`src/lhpc_pkg.sv`:
```
// Lift height preset controller: shared types, widths and codes.
// Used by every module of the block; depends on nothing.
package lhpc_pkg;

   localparam int HEIGHT_BITS = 10;
   localparam int MARGIN_BITS = 8;
   localparam int SUM_BITS    = HEIGHT_BITS + 1;
   localparam int DATA_BITS   = 32;
   localparam int ADDR_BITS   = 4;

   // register indexes (byte address is 4 * index)
   localparam logic [1:0] REG_MIN_HEIGHT     = 2'd0;
   localparam logic [1:0] REG_MAX_HEIGHT     = 2'd1;
   localparam logic [1:0] REG_OVERRUN_MARGIN = 2'd2;

   localparam logic [HEIGHT_BITS-1:0] MAX_HEIGHT_RESET = {HEIGHT_BITS{1'b1}};

   typedef enum logic [1:0] {
      MODE_IDLE = 2'd0,
      MODE_DOWN = 2'd1,
      MODE_UP   = 2'd2
   } mode_type;

   typedef enum logic [1:0] {
      CMD_NONE = 2'd0,
      CMD_STOP = 2'd1,
      CMD_UP   = 2'd2,
      CMD_DOWN = 2'd3
   } cmd_type;

   typedef struct packed {
      logic                   up_hold;
      logic                   down_hold;
      logic                   up_release;
      logic                   down_release;
      logic                   up_single;
      logic                   down_single;
      logic                   up_double;
      logic                   down_double;
      logic [HEIGHT_BITS-1:0] height;
   } req_type;

   typedef struct packed {
      logic [1:0]             motor_cmd;
      logic                   preset_written;
      logic                   preset_slot;
      logic [HEIGHT_BITS-1:0] preset_value;
      logic                   moving_to_preset;
   } rsp_type;

   typedef struct packed {
      logic [HEIGHT_BITS-1:0] min_height;
      logic [HEIGHT_BITS-1:0] max_height;
      logic [MARGIN_BITS-1:0] overrun_margin;
   } cfg_type;

   typedef struct packed {
      mode_type mode;
      cmd_type  cmd;
   } step_type;

endpackage

```
`src/lhpc_csr.sv`:
```
// Lift height preset controller: APB-style configuration registers.
// Depends on lhpc_pkg.
module lhpc_csr import lhpc_pkg::*; (
   input  logic                 clock,
   input  logic                 reset,
   input  logic                 psel,
   input  logic                 penable,
   input  logic                 pwrite,
   input  logic [ADDR_BITS-1:0] paddr,
   input  logic [DATA_BITS-1:0] pwdata,
   output logic [DATA_BITS-1:0] prdata,
   output logic                 pready,
   output cfg_type              cfg
);

   cfg_type    cfg_ff, cfg_in;
   logic [1:0] reg_idx;
   logic       wr_en;

   assign pready  = 1'b1;
   assign reg_idx = paddr[ADDR_BITS-1:2];
   assign wr_en   = psel && penable && pwrite;

   always_comb begin
      cfg_in = cfg_ff;
      if (wr_en) begin
         unique case (reg_idx)
            REG_MIN_HEIGHT:     cfg_in.min_height     = pwdata[HEIGHT_BITS-1:0];
            REG_MAX_HEIGHT:     cfg_in.max_height     = pwdata[HEIGHT_BITS-1:0];
            REG_OVERRUN_MARGIN: cfg_in.overrun_margin = pwdata[MARGIN_BITS-1:0];
            default:            cfg_in = cfg_ff;
         endcase
      end
   end

   always_comb begin
      unique case (reg_idx)
         REG_MIN_HEIGHT:
            prdata = {{(DATA_BITS-HEIGHT_BITS){1'b0}}, cfg_ff.min_height};
         REG_MAX_HEIGHT:
            prdata = {{(DATA_BITS-HEIGHT_BITS){1'b0}}, cfg_ff.max_height};
         REG_OVERRUN_MARGIN:
            prdata = {{(DATA_BITS-MARGIN_BITS){1'b0}}, cfg_ff.overrun_margin};
         default:
            prdata = '0;
      endcase
   end

   always_ff @(posedge clock) begin
      if (reset) begin
         cfg_ff.min_height     <= '0;
         cfg_ff.max_height     <= MAX_HEIGHT_RESET;
         cfg_ff.overrun_margin <= '0;
      end else begin
         cfg_ff <= cfg_in;
      end
   end

   assign cfg = cfg_ff;

endmodule

```
`src/lhpc_ctrl.sv`:
```
// Lift height preset controller: move state, presets and per-update decision.
// Depends on lhpc_pkg; fed from the input register, feeds the result register.
module lhpc_ctrl import lhpc_pkg::*; (
   input  logic    clock,
   input  logic    reset,
   input  logic    fire,
   input  req_type req,
   input  cfg_type cfg,
   output rsp_type rsp
);

   mode_type               mode_ff, mode_in;
   logic [HEIGHT_BITS-1:0] target_ff, target_in;
   logic [HEIGHT_BITS-1:0] first_ff, first_in;
   logic [HEIGHT_BITS-1:0] second_ff, second_in;

   step_type               move_step, hold_step, step_a, step_b, dec_step;
   logic                   start_a, start_b, in_range, wr_first, wr_second;
   logic [HEIGHT_BITS-1:0] dec_target;

   // one sample of a move in progress
   function automatic step_type drive(mode_type mode, logic [HEIGHT_BITS-1:0] h,
                                      logic [HEIGHT_BITS-1:0] tgt,
                                      logic [MARGIN_BITS-1:0] margin);
      step_type               s;
      logic [SUM_BITS-1:0]    tgt_hi, h_hi;
      tgt_hi = SUM_BITS'(tgt) + SUM_BITS'(margin);
      h_hi   = SUM_BITS'(h) + SUM_BITS'(margin);
      s.mode = MODE_IDLE;
      s.cmd  = CMD_NONE;
      unique case (mode)
         MODE_DOWN: begin
            if (SUM_BITS'(h) > tgt_hi) begin
               s.mode = MODE_DOWN;
               s.cmd  = CMD_DOWN;
            end else begin
               s.cmd  = CMD_STOP;
            end
         end
         MODE_UP: begin
            if (h_hi < SUM_BITS'(tgt)) begin
               s.mode = MODE_UP;
               s.cmd  = CMD_UP;
            end else begin
               s.cmd  = CMD_STOP;
            end
         end
         default: s.cmd = CMD_NONE;
      endcase
      return s;
   endfunction

   // preset move attempt; an unusable preset leaves the command alone
   function automatic step_type try_start(logic [HEIGHT_BITS-1:0] tgt,
                                          logic [HEIGHT_BITS-1:0] h,
                                          cmd_type cmd, cfg_type c);
      step_type s;
      s.mode = MODE_IDLE;
      s.cmd  = cmd;
      if (tgt <= c.max_height && tgt >= c.min_height && h != tgt) begin
         s = drive((h > tgt) ? MODE_DOWN : MODE_UP, h, tgt, c.overrun_margin);
      end
      return s;
   endfunction

   always_comb begin
      move_step = drive(mode_ff, req.height, target_ff, cfg.overrun_margin);

      hold_step.mode = MODE_IDLE;
      hold_step.cmd  = CMD_NONE;
      if (req.up_hold) begin
         hold_step.cmd = (req.height < cfg.max_height) ? CMD_UP : CMD_STOP;
      end
      if (req.down_hold) begin
         hold_step.cmd = (req.height > cfg.min_height) ? CMD_DOWN : CMD_STOP;
      end
      if (req.up_release || req.down_release) begin
         hold_step.cmd = CMD_STOP;
      end

      step_a = hold_step;
      if (req.up_single) begin
         step_a = try_start(first_ff, req.height, hold_step.cmd, cfg);
      end
      start_a = (step_a.mode != MODE_IDLE);

      step_b = step_a;
      if (!start_a && req.down_single) begin
         step_b = try_start(second_ff, req.height, step_a.cmd, cfg);
      end
      start_b = (step_b.mode != MODE_IDLE);

      in_range  = (req.height >= cfg.min_height) && (req.height <= cfg.max_height);
      wr_first  = (mode_ff == MODE_IDLE) && !start_b && in_range && req.up_double;
      wr_second = (mode_ff == MODE_IDLE) && !start_b && in_range && req.down_double;

      if (mode_ff != MODE_IDLE) begin
         dec_step   = move_step;
         dec_target = target_ff;
      end else begin
         dec_step   = step_b;
         dec_target = start_a ? first_ff : (start_b ? second_ff : target_ff);
      end
   end

   // next state
   always_comb begin
      mode_in   = mode_ff;
      target_in = target_ff;
      first_in  = first_ff;
      second_in = second_ff;
      if (fire) begin
         mode_in   = dec_step.mode;
         target_in = dec_target;
         if (wr_first) begin
            first_in = req.height;
         end
         if (wr_second) begin
            second_in = req.height;
         end
      end
   end

   // result of this update
   always_comb begin
      rsp.motor_cmd        = dec_step.cmd;
      rsp.preset_written   = wr_first || wr_second;
      rsp.preset_slot      = wr_second;
      rsp.preset_value     = (wr_first || wr_second) ? req.height : '0;
      rsp.moving_to_preset = (dec_step.mode != MODE_IDLE);
   end

   always_ff @(posedge clock) begin
      if (reset) begin
         mode_ff   <= MODE_IDLE;
         target_ff <= '0;
         first_ff  <= '0;
         second_ff <= '0;
      end else begin
         mode_ff   <= mode_in;
         target_ff <= target_in;
         first_ff  <= first_in;
         second_ff <= second_in;
      end
   end

endmodule

```
`src/lift_height_preset_controller.sv`:
```
// Lift height preset controller: top level with input and result registers.
// Depends on lhpc_pkg, lhpc_csr and lhpc_ctrl.
//
// Each request transaction is one update (button events plus a height sample)
// and produces exactly one response transaction. An update is registered in
// the input register, is decided from there against the move state and
// presets, and lands in the result register, so a new update is taken every
// cycle while the response side keeps up. The result register holds while a
// response waits in it with rsp_ready low, and the input register holds too
// while it is full; an empty input register still takes a new update.
// Limits and the overrun margin sit in APB registers at byte addresses 0x0
// (min_height), 0x4 (max_height) and 0x8 (overrun_margin); write them only
// while no update is in flight.
module lift_height_preset_controller import lhpc_pkg::*; (
   input  logic                 clock,
   input  logic                 reset,
   input  logic                 req_valid,
   output logic                 req_ready,
   input  req_type              req_data,
   output logic                 rsp_valid,
   input  logic                 rsp_ready,
   output rsp_type              rsp_data,
   input  logic                 psel,
   input  logic                 penable,
   input  logic                 pwrite,
   input  logic [ADDR_BITS-1:0] paddr,
   input  logic [DATA_BITS-1:0] pwdata,
   output logic [DATA_BITS-1:0] prdata,
   output logic                 pready
);

   logic    in_valid_ff, in_valid_in;
   req_type in_data_ff, in_data_in;
   logic    out_valid_ff, out_valid_in;
   rsp_type out_data_ff, out_data_in;
   logic    out_free, fire;
   cfg_type cfg;
   rsp_type dec_rsp;

   lhpc_csr u_csr (
      .clock   (clock),
      .reset   (reset),
      .psel    (psel),
      .penable (penable),
      .pwrite  (pwrite),
      .paddr   (paddr),
      .pwdata  (pwdata),
      .prdata  (prdata),
      .pready  (pready),
      .cfg     (cfg)
   );

   lhpc_ctrl u_ctrl (
      .clock (clock),
      .reset (reset),
      .fire  (fire),
      .req   (in_data_ff),
      .cfg   (cfg),
      .rsp   (dec_rsp)
   );

   assign out_free  = !out_valid_ff || rsp_ready;
   assign fire      = in_valid_ff && out_free;
   assign req_ready = !in_valid_ff || out_free;

   always_comb begin
      in_valid_in  = in_valid_ff;
      in_data_in   = in_data_ff;
      out_valid_in = out_valid_ff;
      out_data_in  = out_data_ff;
      if (req_ready) begin
         in_valid_in = req_valid;
         in_data_in  = req_data;
      end
      if (out_free) begin
         out_valid_in = fire;
         out_data_in  = dec_rsp;
      end
   end

   always_ff @(posedge clock) begin
      if (reset) begin
         in_valid_ff  <= 1'b0;
         out_valid_ff <= 1'b0;
      end else begin
         in_valid_ff  <= in_valid_in;
         out_valid_ff <= out_valid_in;
      end
      in_data_ff  <= in_data_in;
      out_data_ff <= out_data_in;
   end

   assign rsp_valid = out_valid_ff;
   assign rsp_data  = out_data_ff;

endmodule
```
`config.mk`:
```
export PLATFORM = sky130hd
export DESIGN_NAME = lift_height_preset_controller
export DESIGN_NICKNAME = d
export VERILOG_FILES = /design/src/lhpc_pkg.sv /design/src/lhpc_csr.sv /design/src/lhpc_ctrl.sv /design/src/lift_height_preset_controller.sv
export SDC_FILE = /design/constraint.sdc
export NUM_CORES = 1
export LEC_CHECK = 0
export ABC_CLOCK_PERIOD_IN_PS = 10580
export BUFFER_PORTS_ARGS = -buffer_cell sky130_fd_sc_hd__clkbuf_2
export CORE_MARGIN = 5
export CORE_UTILIZATION = 30
export DETAILED_ROUTE_END_ITERATION = 8
export PLACE_DENSITY = 0.44
export SYNTH_ARGS = -nofsm -noshare
export SYNTH_HDL_FRONTEND = slang
export SYNTH_SLANG_ARGS = --single-unit
```
`constraint.sdc`:
```
create_clock -name clock -period 10.58 [get_ports clock]
set_clock_uncertainty 0.15 [all_clocks]
set_input_delay 0.529 -clock clock [delete_from_list [all_inputs] [get_ports clock]]
set_output_delay 0.529 -clock clock [all_outputs]
set_load 0.01 [all_outputs]
```
==> flow_summary.ini <==
[placement]
dpl.hpwl_um = 21800
io_buffers = 63
post-place-ws_ps = 4950
gp_congestion = 0.814

[floorplan]
fp.dieW_um = 180
die_area_um2 = 32400
ios = 111
core_um2 = 28600
start_util_pct = 30.3
die_h_um = 180
fp-row-count = 62

[cells_and_area]
final_cell_mix = 172 x ha_1, 77 x nand2_1, 72 x inv_1
drive_above_1_share_pct = 11.6
nFillCells = 2951
diodes = 0
area_growth_pct = 12.1
final_common_cell = ha_1
nets = 1264

[cts]
cts_root_buf = clkbuf_16
cts.htree.levels = 3
cts.path.max_buffers = 2
post-cts-setup-buffers = 0
clock_sinks = 95
tritoncts = built
hold_buffers = 0
clk_latency_ps = 360
clk_pin_slew_ps = 80
numCtsBuffers = 9
cts_resized = 0

[synth]
synth_ff_type = dfxtp_1
async_flop_share_pct = 0
yosys_warnings = 0
synth_edf_count = 33
synth_area_per_cell_um2 = 9.05
synthCells = 959
synth_seq_cells = 95
synth.distinct_cells = 71
synth.cell_area_um2 = 8680
yosysSeqAreaShare_pct = 25.7

[critical_path]
required_ps = 10710
crit_path_frequent_cell = a21oi_1
startpoint_type = flip-flop
slowest_stage = dfxtp_1
crit_chain = ha_1, a21o_1, a21oi_1, o21bai_1, a21oi_1, nor2b_1, o21a_1, o31a_1, xor2_1, ha_1, a21oi_1, o21ai_0, nor3_1, nand4_2, o211ai_4, or3_1, mux2i_1
cp_top_family = compound AO/OA/AOI/OAI gates
path_class = reg2reg
worstPathMaxFanout = 15
crit_buf_inv = 0
endpoint_kind = flip-flop
arrival_ps = 5690
cp_slowest_stage_delay_ps = 680

[grt]
grt_pass1_wl_um = 43800
grt_busiest_layer = met2
grt.overflow.total = 0
gr-usage-all-layers_pct = 17.6
grt_pass1_vias = 7091
grt_use_met1_pct = 24.2
grt_use_met2_pct = 30.2
grt_start_max_net_pins = 32
antenna_found_initial = 2
globalRouteMet3Util_pct = 1.43

[timing]
fin_ws_ps = 5030
final-hold-violation-count = 0
tns_ps = 0
fmax_ghz = 0.180
fin_crit_sh_pct = 52.5
report.final.setup_viol = 0
slew_viol_final = 0
fin_crit_ps = 5550
tightest_slew_ps = 1200
relSlewSlack_pct = 19.4
grt_setup_unrepaired = no

[run_status]
outcome = finished, final reports clean

[hold_path]
worstHoldPathType = in2reg

[route]
wirelength_um = 28800
drt-initial-drc-count = 391
drt_first_pass_iters = 5
vias_per_cell = 5.08
drc = 0
wl_per_cell_um = 20.3
via_count = 7187
ant_nets = 0

[power_and_ir_drop]
power_density_nw_per_um2 = 104
p_leak_nw = 4.20
vdd_drop_max_mv = 0.0641

[job]
maxCapViolations = 0
final cells by class:
class,count,area (µm²),area share [%]
clock inverters,7,75.1,0.772
repair buffers,80,443,4.55
inverters,74,278,2.85
multi-input cells,767,6000,61.6
flip-flops and latches,95,2230,22.9
well taps,384,480,4.94
clock buffers,9,225,2.31
path summary, 6_finish.rpt:
path                                           startpoint                               to  slack [ps]  cells past startpoint
worst min register to register  u_csr.cfg[7]$_SDFFE_PP0P_        u_csr.cfg[7]$_SDFFE_PP0P_         350                      2
worst max-delay path            u_csr.cfg[1]$_SDFFE_PP0P_  u_ctrl.first_ff[0]$_SDFFE_PP0P_        5030                     17
worst max register to register  u_csr.cfg[1]$_SDFFE_PP0P_  u_ctrl.first_ff[0]$_SDFFE_PP0P_        5030                     17
worst min-delay path                          req_data[6]          in_data_ff[6]$_DFFE_PP_         190                      1
cells by family (layout without fill, tap and decap cells):
| family | Yosys count | after routing | synth area share (%) |
|---|---|---|---|
| AO/OA/AOI/OAI | 238 | 238 | 19.3 |
| other | 2 | 23 | 0.0865 |
| flip-flops | 95 | 95 | 25.7 |
| adder cells (fa/ha/maj) | 176 | 176 | 25.7 |
| multiplexers | 49 | 49 | 5.65 |
| buffers and inverters | 118 | 170 | 6.30 |
| AND/OR/NAND/NOR | 251 | 251 | 14.3 |
| XOR/XNOR | 30 | 30 | 3.03 |
flip-flops by register name (all words and copies together), names as in the netlist:
| register | flops |
|---|---|
| in_data_ff | 18 |
| u_csr.cfg | 28 |
| u_ctrl.second_ff | 10 |
| u_ctrl.target_ff | 10 |
| rsp_valid | 1 |
| u_ctrl.first_ff | 10 |
| rsp_data | 15 |
| u_ctrl.mode_ff | 2 |
| in_valid_ff | 1 |
Yosys cell counts, types with 14 or more instances:
library cell | n | area (µm²)
a21oi_1 | 48 | 240
nand2_1 | 77 | 289
inv_1 | 72 | 270
o21ai_0 | 47 | 235
o21a_1 | 17 | 128
mux2i_1 | 49 | 490
nor3_1 | 17 | 85.1
edfxtp_1 | 33 | 991
nand3_1 | 24 | 120
dfxtp_1 | 62 | 1240
nor2_1 | 57 | 214
xnor2_1 | 18 | 158
a21o_1 | 25 | 188
ha_1 | 172 | 2150
nand4_1 | 14 | 87.6
o211ai_1 | 16 | 120
a211oi_1 | 16 | 120
buf_4 | 25 | 188
metrics by stage:
stage                     util [%]  power, mW  instance area (µm²)  hold WS (ps)  instances
after floorplan                  -      0.604                 8760           330        980
final                         34.0       1.01                 9730           193       1416
after CTS                     34.0       1.02                 9730           182       1416
after detailed placement      32.9      0.688                 9430           336       1400
after global placement        32.9      0.687                 9430           332       1400
after global routing          34.0       1.07                 9730           176       1416
routing by layer:
metal | vias to the layer above | wire (µm)
met2 | 129 | 13700
met1 | 3396 | 13700
li1 | 3632 | -
met5 | - | 0
met4 | 0 | 481
met3 | 30 | 842
report_power, final:
part / internal [mW] / switching [mW]
Combinational: 0.101 / 0.156
Clock: 0.168 / 0.168
Sequential: 0.402 / 0.0197
(Power assumes the default switching activity.)
